--- src/rtl/tcfc_pkg.sv ---
// shared constants and control types for the four-corner touch calibrator
`default_nettype none

package tcfc_pkg;

    localparam int          RAW_BITS_DEF = 12;
    localparam int          CNT_W        = 3;
    localparam int          CHECK_W      = 16;
    localparam int          NUM_CORNERS  = 4;
    localparam logic [2:0]  CORNERS      = 3'd4;
    localparam logic [15:0] CHECK_SEED   = 16'hCAFE;

    // per-word control from the input stage to the sequencer
    typedef struct packed {
        logic step;
        logic start;
        logic touch;
    } ctl_t;

endpackage

`default_nettype wire

--- src/rtl/tcfc_bounds.sv ---
// pair averaging, ordering and checksum of the four captured corners
`default_nettype none

module tcfc_bounds
    import tcfc_pkg::*;
#(
    parameter int RAW_BITS = RAW_BITS_DEF
) (
    input  wire logic [RAW_BITS-1:0] cx [NUM_CORNERS],
    input  wire logic [RAW_BITS-1:0] cy [NUM_CORNERS],
    output logic      [RAW_BITS-1:0] x_lo,
    output logic      [RAW_BITS-1:0] x_hi,
    output logic      [RAW_BITS-1:0] y_lo,
    output logic      [RAW_BITS-1:0] y_hi,
    output logic      [CHECK_W-1:0]  chk
);

    localparam int SW = (RAW_BITS + 2 > CHECK_W) ? RAW_BITS + 2 : CHECK_W;

    logic [RAW_BITS:0]   left_sum;
    logic [RAW_BITS:0]   right_sum;
    logic [RAW_BITS:0]   top_sum;
    logic [RAW_BITS:0]   bot_sum;
    logic [RAW_BITS-1:0] left;
    logic [RAW_BITS-1:0] right;
    logic [RAW_BITS-1:0] top;
    logic [RAW_BITS-1:0] bottom;
    logic [SW-1:0]       total;

    // corner order: top-left, top-right, bottom-right, bottom-left
    assign left_sum  = {1'b0, cx[0]} + {1'b0, cx[3]};
    assign right_sum = {1'b0, cx[1]} + {1'b0, cx[2]};
    assign top_sum   = {1'b0, cy[0]} + {1'b0, cy[1]};
    assign bot_sum   = {1'b0, cy[2]} + {1'b0, cy[3]};

    assign left   = left_sum[RAW_BITS:1];
    assign right  = right_sum[RAW_BITS:1];
    assign top    = top_sum[RAW_BITS:1];
    assign bottom = bot_sum[RAW_BITS:1];

    assign x_lo = (left < right) ? left : right;
    assign x_hi = (left < right) ? right : left;
    assign y_lo = (top < bottom) ? top : bottom;
    assign y_hi = (top < bottom) ? bottom : top;

    // ordering does not change the sum, so add the averages directly
    assign total = SW'(left) + SW'(right) + SW'(top) + SW'(bottom) + SW'(CHECK_SEED);
    assign chk   = total[CHECK_W-1:0];

endmodule

`default_nettype wire

--- src/rtl/tcfc_seq.sv ---
// calibration sequencer: arming, touch hold, corner capture and bound registers
`default_nettype none

module tcfc_seq
    import tcfc_pkg::*;
#(
    parameter int RAW_BITS = RAW_BITS_DEF
) (
    input  wire logic                clk,
    input  wire logic                rst_n,
    input  wire ctl_t                ctl,
    input  wire logic [RAW_BITS-1:0] rx,
    input  wire logic [RAW_BITS-1:0] ry,
    output logic                     done_nx,
    output logic      [CNT_W-1:0]    taken_nx,
    output logic      [RAW_BITS-1:0] xl_nx,
    output logic      [RAW_BITS-1:0] xh_nx,
    output logic      [RAW_BITS-1:0] yl_nx,
    output logic      [RAW_BITS-1:0] yh_nx,
    output logic      [CHECK_W-1:0]  chk_nx
);

    logic                active_reg;
    logic                finished_reg;
    logic                was_pressed_reg;
    logic [CNT_W-1:0]    corner_index_reg;
    logic [RAW_BITS-1:0] held_x_reg;
    logic [RAW_BITS-1:0] held_y_reg;
    logic [RAW_BITS-1:0] corner_x_reg [NUM_CORNERS];
    logic [RAW_BITS-1:0] corner_y_reg [NUM_CORNERS];
    logic [RAW_BITS-1:0] xl_reg;
    logic [RAW_BITS-1:0] xh_reg;
    logic [RAW_BITS-1:0] yl_reg;
    logic [RAW_BITS-1:0] yh_reg;
    logic [CHECK_W-1:0]  chk_reg;

    logic                active_next;
    logic                finished_next;
    logic                was_pressed_next;
    logic [CNT_W-1:0]    corner_index_next;
    logic                act_eff;
    logic                fin_eff;
    logic [CNT_W-1:0]    idx_eff;
    logic                run;
    logic                capture;
    logic                release_pt;
    logic                finishing;
    logic [1:0]          slot;
    logic [RAW_BITS-1:0] cx_eff [NUM_CORNERS];
    logic [RAW_BITS-1:0] cy_eff [NUM_CORNERS];
    logic [RAW_BITS-1:0] b_xl;
    logic [RAW_BITS-1:0] b_xh;
    logic [RAW_BITS-1:0] b_yl;
    logic [RAW_BITS-1:0] b_yh;
    logic [CHECK_W-1:0]  b_chk;
    logic [RAW_BITS-1:0] xl_next;
    logic [RAW_BITS-1:0] xh_next;
    logic [RAW_BITS-1:0] yl_next;
    logic [RAW_BITS-1:0] yh_next;
    logic [CHECK_W-1:0]  chk_next;

    // start re-arms first, then the same poll runs through the sequence
    assign act_eff = ctl.start | active_reg;
    assign fin_eff = ctl.start ? 1'b0 : finished_reg;
    assign idx_eff = ctl.start ? '0 : corner_index_reg;
    assign run     = act_eff & ~fin_eff;

    assign capture    = run & ctl.touch;
    assign release_pt = run & ~ctl.touch & was_pressed_reg;
    assign slot       = idx_eff[1:0];

    assign corner_index_next = release_pt ? idx_eff + CNT_W'(1) : idx_eff;
    assign finishing         = release_pt & (corner_index_next == CORNERS);
    assign active_next       = finishing ? 1'b0 : act_eff;
    assign finished_next     = fin_eff | finishing;
    assign was_pressed_next  = capture ? 1'b1 : (release_pt ? 1'b0 : was_pressed_reg);

    // corner values as they stand after this poll's write
    always_comb
    begin
        for (int i = 0; i < NUM_CORNERS; i++)
        begin
            if (release_pt && slot == 2'(i))
            begin
                cx_eff[i] = held_x_reg;
                cy_eff[i] = held_y_reg;
            end
            else
            begin
                cx_eff[i] = corner_x_reg[i];
                cy_eff[i] = corner_y_reg[i];
            end
        end
    end

    tcfc_bounds #(
        .RAW_BITS (RAW_BITS)
    ) u_bounds (
        .cx   (cx_eff),
        .cy   (cy_eff),
        .x_lo (b_xl),
        .x_hi (b_xh),
        .y_lo (b_yl),
        .y_hi (b_yh),
        .chk  (b_chk)
    );

    assign xl_next  = finishing ? b_xl  : xl_reg;
    assign xh_next  = finishing ? b_xh  : xh_reg;
    assign yl_next  = finishing ? b_yl  : yl_reg;
    assign yh_next  = finishing ? b_yh  : yh_reg;
    assign chk_next = finishing ? b_chk : chk_reg;

    // result word of this poll, bounds read as zero until done
    assign done_nx  = finished_next;
    assign taken_nx = corner_index_next;
    assign xl_nx    = finished_next ? xl_next  : '0;
    assign xh_nx    = finished_next ? xh_next  : '0;
    assign yl_nx    = finished_next ? yl_next  : '0;
    assign yh_nx    = finished_next ? yh_next  : '0;
    assign chk_nx   = finished_next ? chk_next : '0;

    always_ff @(posedge clk or negedge rst_n)
    begin
        if (!rst_n)
        begin
            active_reg       <= 1'b0;
            finished_reg     <= 1'b0;
            was_pressed_reg  <= 1'b0;
            corner_index_reg <= '0;
            held_x_reg       <= '0;
            held_y_reg       <= '0;
            xl_reg           <= '0;
            xh_reg           <= '0;
            yl_reg           <= '0;
            yh_reg           <= '0;
            chk_reg          <= '0;
        end
        else if (ctl.step)
        begin
            active_reg       <= active_next;
            finished_reg     <= finished_next;
            was_pressed_reg  <= was_pressed_next;
            corner_index_reg <= corner_index_next;
            if (capture)
            begin
                held_x_reg <= rx;
                held_y_reg <= ry;
            end
            xl_reg  <= xl_next;
            xh_reg  <= xh_next;
            yl_reg  <= yl_next;
            yh_reg  <= yh_next;
            chk_reg <= chk_next;
        end
    end

    // corner store, no reset: only read after all four are written
    always_ff @(posedge clk)
    begin
        if (ctl.step && release_pt)
        begin
            corner_x_reg[slot] <= held_x_reg;
            corner_y_reg[slot] <= held_y_reg;
        end
    end

    a_idx_range: assert property (@(posedge clk) disable iff (!rst_n)
        corner_index_reg <= CORNERS)
        else $error("corner index beyond four");

    a_fin_idle: assert property (@(posedge clk) disable iff (!rst_n)
        finished_reg |-> !active_reg && corner_index_reg == CORNERS)
        else $error("finished while still armed or short of corners");

    a_fin_hold: assert property (@(posedge clk) disable iff (!rst_n)
        finished_reg && !ctl.start |=> finished_reg)
        else $error("done dropped without a start");

endmodule

`default_nettype wire

--- src/rtl/touch_four_corner_calibrator.sv ---
// Four-corner touch-panel calibrator.
// One input word is one panel poll: start_req, touching, raw_x, raw_y.
// start_req arms the sequence at corner 0; while touching the last raw pair
// is held, and on release it is stored as the next corner. After the fourth
// corner the averaged, ordered bounds and their checksum are reported.
// Channels: poll (poll_valid / poll_stall) and result (result_valid /
// result_stall); a word moves on an edge with valid high and stall low.
// Every poll gives exactly one result word.
// A poll passes the input register, then sequencer logic into the result
// register; result_valid is that register's valid flag.
// One poll per cycle while result_stall is low; the input and result
// registers form a two-stage pipe, so a poll is taken while a result waits.
// When result_stall is held, the result register holds its word, the input
// register fills, and poll_stall then rises until the result is taken.
// Reset (rst_n low, asynchronous): both stages empty, sequence disarmed,
// corner count and bounds cleared.
`default_nettype none

module touch_four_corner_calibrator
    import tcfc_pkg::*;
#(
    parameter int RAW_BITS = RAW_BITS_DEF
) (
    input  wire logic                clk,
    input  wire logic                rst_n,
    input  wire logic                poll_valid,
    output logic                     poll_stall,
    input  wire logic                start_req,
    input  wire logic                touching,
    input  wire logic [RAW_BITS-1:0] raw_x,
    input  wire logic [RAW_BITS-1:0] raw_y,
    output logic                     result_valid,
    input  wire logic                result_stall,
    output logic                     done_res,
    output logic      [CNT_W-1:0]    corners_taken,
    output logic      [RAW_BITS-1:0] x_low,
    output logic      [RAW_BITS-1:0] x_high,
    output logic      [RAW_BITS-1:0] y_low,
    output logic      [RAW_BITS-1:0] y_high,
    output logic      [CHECK_W-1:0]  check_word
);

    logic                in_vld_reg;
    logic                in_start_reg;
    logic                in_touch_reg;
    logic [RAW_BITS-1:0] in_x_reg;
    logic [RAW_BITS-1:0] in_y_reg;
    logic                out_vld_reg;
    logic                done_reg;
    logic [CNT_W-1:0]    taken_reg;
    logic [RAW_BITS-1:0] xl_reg;
    logic [RAW_BITS-1:0] xh_reg;
    logic [RAW_BITS-1:0] yl_reg;
    logic [RAW_BITS-1:0] yh_reg;
    logic [CHECK_W-1:0]  chk_reg;

    logic                in_vld_next;
    logic                out_vld_next;
    logic                accept;
    logic                advance;
    logic                out_take;
    ctl_t                ctl;
    logic                done_nx;
    logic [CNT_W-1:0]    taken_nx;
    logic [RAW_BITS-1:0] xl_nx;
    logic [RAW_BITS-1:0] xh_nx;
    logic [RAW_BITS-1:0] yl_nx;
    logic [RAW_BITS-1:0] yh_nx;
    logic [CHECK_W-1:0]  chk_nx;

    assign out_take   = out_vld_reg & ~result_stall;
    assign advance    = in_vld_reg & (~out_vld_reg | ~result_stall);
    assign poll_stall = in_vld_reg & ~advance;
    assign accept     = poll_valid & ~poll_stall;

    assign in_vld_next  = accept | (in_vld_reg & ~advance);
    assign out_vld_next = advance | (out_vld_reg & ~out_take);

    assign ctl.step  = advance;
    assign ctl.start = in_start_reg;
    assign ctl.touch = in_touch_reg;

    tcfc_seq #(
        .RAW_BITS (RAW_BITS)
    ) u_seq (
        .clk      (clk),
        .rst_n    (rst_n),
        .ctl      (ctl),
        .rx       (in_x_reg),
        .ry       (in_y_reg),
        .done_nx  (done_nx),
        .taken_nx (taken_nx),
        .xl_nx    (xl_nx),
        .xh_nx    (xh_nx),
        .yl_nx    (yl_nx),
        .yh_nx    (yh_nx),
        .chk_nx   (chk_nx)
    );

    always_ff @(posedge clk or negedge rst_n)
    begin
        if (!rst_n)
        begin
            in_vld_reg  <= 1'b0;
            out_vld_reg <= 1'b0;
        end
        else
        begin
            in_vld_reg  <= in_vld_next;
            out_vld_reg <= out_vld_next;
        end
    end

    always_ff @(posedge clk)
    begin
        if (accept)
        begin
            in_start_reg <= start_req;
            in_touch_reg <= touching;
            in_x_reg     <= raw_x;
            in_y_reg     <= raw_y;
        end
        if (advance)
        begin
            done_reg  <= done_nx;
            taken_reg <= taken_nx;
            xl_reg    <= xl_nx;
            xh_reg    <= xh_nx;
            yl_reg    <= yl_nx;
            yh_reg    <= yh_nx;
            chk_reg   <= chk_nx;
        end
    end

    assign result_valid  = out_vld_reg;
    assign done_res      = done_reg;
    assign corners_taken = taken_reg;
    assign x_low         = xl_reg;
    assign x_high        = xh_reg;
    assign y_low         = yl_reg;
    assign y_high        = yh_reg;
    assign check_word    = chk_reg;

    a_stall_cause: assert property (@(posedge clk) disable iff (!rst_n)
        poll_stall |-> in_vld_reg && out_vld_reg && result_stall)
        else $error("poll stalled with room in the pipe");

    a_done_count: assert property (@(posedge clk) disable iff (!rst_n)
        result_valid && done_res |-> corners_taken == CORNERS)
        else $error("done word without four corners");

    a_zero_before_done: assert property (@(posedge clk) disable iff (!rst_n)
        result_valid && !done_res |-> check_word == '0 && x_low == '0 && y_high == '0)
        else $error("bounds shown before done");

endmodule

`default_nettype wire
--- config.mk ---
export PLATFORM = sky130hd
export DESIGN_NAME = touch_four_corner_calibrator
export DESIGN_NICKNAME = d
export VERILOG_FILES = /design/src/rtl/tcfc_pkg.sv /design/src/rtl/tcfc_bounds.sv /design/src/rtl/tcfc_seq.sv /design/src/rtl/touch_four_corner_calibrator.sv
export SDC_FILE = /design/constraint.sdc
export NUM_CORES = 1
export LEC_CHECK = 0
export ABC_AREA = 1
export BUFFER_PORTS_ARGS = -buffer_cell sky130_fd_sc_hd__buf_2
export CAP_MARGIN = 25
export CELL_PAD_IN_SITES_DETAIL_PLACEMENT = 1
export CELL_PAD_IN_SITES_GLOBAL_PLACEMENT = 1
export CORE_ASPECT_RATIO = 1.75
export CORE_UTILIZATION = 47
export CTS_CLUSTER_SIZE = 30
export DETAILED_ROUTE_END_ITERATION = 8
export PLACE_DENSITY_LB_ADDON = 0.1
export SYNTH_ARGS = -nofsm -noshare
export SYNTH_HDL_FRONTEND = slang
export SYNTH_HIERARCHICAL = 1
export SYNTH_SLANG_ARGS = --single-unit
export TNS_END_PERCENT = 50
--- constraint.sdc ---
create_clock -name clk -period 19.45 [get_ports clk]
set_clock_uncertainty 0.2 [all_clocks]
set_input_delay 0.9725 -clock clk [delete_from_list [all_inputs] [get_ports clk]]
set_output_delay 0.9725 -clock clk [all_outputs]
set_load 0.01 [all_outputs]
---- Word-level counts from Yosys, hierarchy flattened ----
Memory sizes are Yosys's and may differ from the RTL's.
Index checks and enable logic that the tools add are counted.
operators by class
  $add $sub $neg .......................... 9
  order comparisons ....................... 2
  eq/ne operators ......................... 4
  mux-type cells .......................... 25
  bitwise logic cells ..................... 22
  reduce and logical (&&, ||, !) cells .... 9
operators with widths
  cell                    number
  $mux 12                 16
  $add 12x12->13          5
  $lt 12x12->1            2
  $add 15x16->16 const B  1
  $mux 16                 1
  $add 14x12->15          1
  $add 13x12->14          1
  $and 1x1->1             10
  $not 1->1               7
  $mux 1                  6
  $mux 3                  2
  $logic_and 1x1->1       5
  $or 1x1->1              5
  $eq 2x2->1 const B      2
  $reduce_and 2->1        2
  $add 3x1->3 const B     1
  $eq 3x3->1 const B      1
  $eq 2x1->1 const B      1
  $logic_not 2->1         1
  $reduce_bool 2->1       1
word-level totals
  register bits after elaboration ......... 190
  memory bits (writable) .................. 96
  bits of input ports ..................... 30
  output and inout port bits .............. 70
  word-level logic and storage cells ...... 97
  memories ................................ 2
memories
  memory              words  width  read ports  clocked after Yosys merged registers in  write ports  RTL line        source
  u_seq.corner_x_reg  4      12     4           0                                        1            tcfc_seq.sv:29  logic [RAW_BITS-1:0] corner_x_reg [NUM_CORNERS];
  u_seq.corner_y_reg  4      12     4           0                                        1            tcfc_seq.sv:30  logic [RAW_BITS-1:0] corner_y_reg [NUM_CORNERS];

---- Depth between registers and ports, before layout ----
  depth in word-level cells ............... 13
  depth in mapped cells ................... 37
  mapped depth without buffers ............ 36

---- By module ----
The synthesis kept the hierarchy.
by module, submodules not included
  module                        times used  cells each  area an instance (um^2)
  tcfc_seq                      1           1156        9334.0
  tcfc_bounds                   1           974         5378.9
  touch_four_corner_calibrator  1           106         2917.8

---- Worst setup path before layout ----
No wires, ideal clock.
  path kind ............................... input port to flip-flop
  start point ............................. in result_stall
  end point ............................... mem u_seq/corner_x_reg[0][0] (netlist bit), enable pin
  data arrival time ....................... 6.645 ns
  required time ........................... 18.845 ns
  path slack .............................. 12.200 ns
  stages .................................. 4
  buffers on the path ..................... 1
  cells stage by stage .................... a21oi_1 clkinv_1 clkbuf_1 nor2_1
between the ends
  word-level cells in the longest chain between the ends .. 6
ends and longest elaborated chain
  item                          RTL line                            source
  start: declaration            touch_four_corner_calibrator.sv:33  input wire logic result_stall,
  $not 1->1                     touch_four_corner_calibrator.sv:72  assign advance = in_vld_reg & (~out_vld_reg | ~result_stall);
  $or 1x1->1                    touch_four_corner_calibrator.sv:72
  $and 1x1->1                   touch_four_corner_calibrator.sv:72
  $logic_and 1x1->1             tcfc_seq.sv:161                     if (ctl.step && release_pt)
  $mux 1                        tcfc_seq.sv:161
  $mux 1 (implied by the code)  tcfc_seq.sv:163                     corner_x_reg[slot] <= held_x_reg;
  end: declaration              tcfc_seq.sv:29
No other way between the ends.

==> reports/metrics.yaml <==
synth_adder_area_share: 0.1002
synthSimpleGateAreaFrac: 0.2645
fmax_mhz: 149.1
synth_compound_area_frac: 0.06068
crit_path_end: "check_word[10]$_DFFE_PP_"
nets: 2461
postLayoutCellArea_um2: 19390
wl_mm: 51.19
fin_crit_ps: 6706
finalPower_mw: 2.948
r2r_end: "check_word[10]$_DFFE_PP_"
drcViolationCount: 0
grt_pass1_vias: 15520
synth_xor_area_frac: 0.01235
ir_drop_uv: 91.36
fin_cells: 2801
setup_slack_ps: 12740
async_reset_ff_frac: 0.3357
track_usage: 0.2761
clock_sinks: 286
netlist_instances: 2236
crit_path_frequent_cell: "nand2_1"
r2r-start: "in_start_reg$_DFFE_PP_"
antenna_found_initial: 1
gp_congestion: 0.9285
reg2reg_slack_ps: 12740
ant_nets: 0
io_buffers: 99
crit_slowest_cell: "fa_1"
pre_cts_ws_ps: 12710
p_per_area_nw_per_um2: 152.1
synthToLayoutAreaGrowth_pct: 9.971
core_um2: 36890
dieArea_um2: 38320
die_height_um: 258.2
arrival_ps: 6790
dp_cells: 2753
start_util: 0.4780
worst_r2r_path_depth: 30
cts_tree: "yes"
final_common_cell: "nand2_1"
hold_viol: 0
dominantRegCellSynth: "edfxtp_1"
p_leak_nw: 9.950
status: "completed"
tightestPinTransition_ps: 878.4
grt_max_degree: 77
synth_edf_count: 190
ys_seq_elements: 286
fin_tns_setup_ps: 0
cp-end-kind: "flip-flop"
max_cap_violations: 0
clkTransAtPathRegs_ps: 80
syn-mean-instance-area_um2: 7.885
via_per_inst: 5.242
drtIter0Drc: 447
rows: 93
rsz0062_at_grt: "no"
syn-num-nets: 2391
slowest_delay_ps: 550
yosysWarnings: 6
post_cts_buffers: 0
netlist_area_um2: 17630
drv_slew: 0
cts_max_path_buffers: 3
synth_top_family_by_area: "simple AND/OR/NAND/NOR gates"
io_pins: 100
seq_area_frac_synth: 0.4599
critical_path_class: "flip-flop to flip-flop"
synth_cell_types: 34
htreeDepth: 1
cts_buffers: 26
dr.pass1.iters: 4
grt_pass1_wl_mm: 82.27
worst_hold_path_type: "primary input to asynchronous set/reset pin"
hpwlAfterDp_mm: 38.49
antenna_cells: 0
via_count: 14680
drive_gt1_frac: 0.08383
mostFrequentLayoutCells: "nand2_1 (767), inv_1 (371), nand3_1 (195), edfxtp_1 (190), nor2_1 (142)"
ctsRootBufferMaster: "clkbuf_16"
wl_per_cell_um: 18.27
die-width_um: 148.4
placement.cell_area_um2: 18520
clock_latency_ps: 570
period_share: 0.3448
postCtsResizedCells: 0
start_kind: "flip-flop"
cts_hold_buf: 0
muxShareOfSynthArea: 0
required_ps: 19530
grt_overflow: 0
crit_path_max_fanout: 49
relSlewSlack: 0.4102
startpoint: "in_start_reg$_DFFE_PP_"
setup_viol: 0
==> stage by stage <==
stage	utilization	hold slack [ps]
global placement	0.5013	261.4
floorplan	-	249.1
CTS	0.5256	286.0
global route	0.5256	302.4
finish	0.5256	278.9
detailed placement	0.5020	268.9
==> report_power, final <==
group          internal, mW  total, mW  switching [mW]
clock                 0.293      0.529           0.236
combinational         0.526       1.60            1.08
sequential            0.763      0.818          0.0552
total                  1.58       2.95            1.37
==> cells by family (layout without fill, tap and decap cells) <==
group | after synthesis | after routing
adder cells (fa/ha/maj) | 125 | 125
flip-flops | 286 | 286
XOR/XNOR | 24 | 24
AO/OA/AOI/OAI | 201 | 201
buffers and inverters | 451 | 541
AND/OR/NAND/NOR | 1149 | 1149
==> worst min-delay path by stage <==
| stage | end | slack [ps] |
|---|---|---|
| 2_1_floorplan | u_seq/chk_reg[0]$_DFFE_PN0P_ | 250 |
| 3_3_place_gp | u_seq/chk_reg[5]$_DFFE_PN0P_ | 260 |
| 3_5_place_dp | u_seq/xh_reg[0]$_DFFE_PN0P_ | 270 |
| 4_1_cts | u_seq/chk_reg[1]$_DFFE_PN0P_ | 290 |
| 5_1_grt | u_seq/xh_reg[0]$_DFFE_PN0P_ | 300 |
| 6_report | u_seq/chk_reg[1]$_DFFE_PN0P_ | 280 |
==> synthesized netlist by cell type, types with 14 or more instances <==
| cell | count | share of area |
|---|---|---|
| edfxtp_1 | 190 | 0.32 |
| a21oi_1 | 59 | 0.017 |
| xor2_1 | 18 | 0.0089 |
| nand3_1 | 196 | 0.056 |
| dfrtp_1 | 96 | 0.14 |
| inv_1 | 371 | 0.079 |
| clkbuf_1 | 38 | 0.0081 |
| ha_1 | 98 | 0.070 |
| nand2_1 | 767 | 0.16 |
| fa_1 | 27 | 0.031 |
| nor2_1 | 147 | 0.031 |
| buf_2 | 21 | 0.0060 |
| nand4_1 | 14 | 0.0050 |
| o21ai_0 | 116 | 0.033 |
==> layout make-up <==
type / count / area (um^2)
sequential: 286 / 8108
multi-input combinational: 1499 / 7751
fill: 4631 / 17500
tap: 475 / 594.3
clock buffer: 33 / 728.2
inverter: 376 / 1411
clock inverter: 15 / 142.6
timing repair buffer: 117 / 653.1
==> critical path, delay by kind of cell, from the launching register on <==
kind | cells | cell delay, ps
fa+ha+maj | 6 | 2500
simple gates | 13 | 1490
buf+inv | 7 | 920
compound gates | 3 | 660
flops | 1 | 430
xor+xnor | 1 | 150
==> routing by layer <==
metal | vias to the layer above | global-route usage | part of all wire
li1 | 7156 | - | -
met1 | 7229 | 0.3178 | 0.40
met2 | 215 | 0.5260 | 0.55
met3 | 82 | 0.02095 | 0.019
met4 | 0 | 0.1005 | 0.035
met5 | - | 0 | 0
Power figures use the tool's default switching activity.
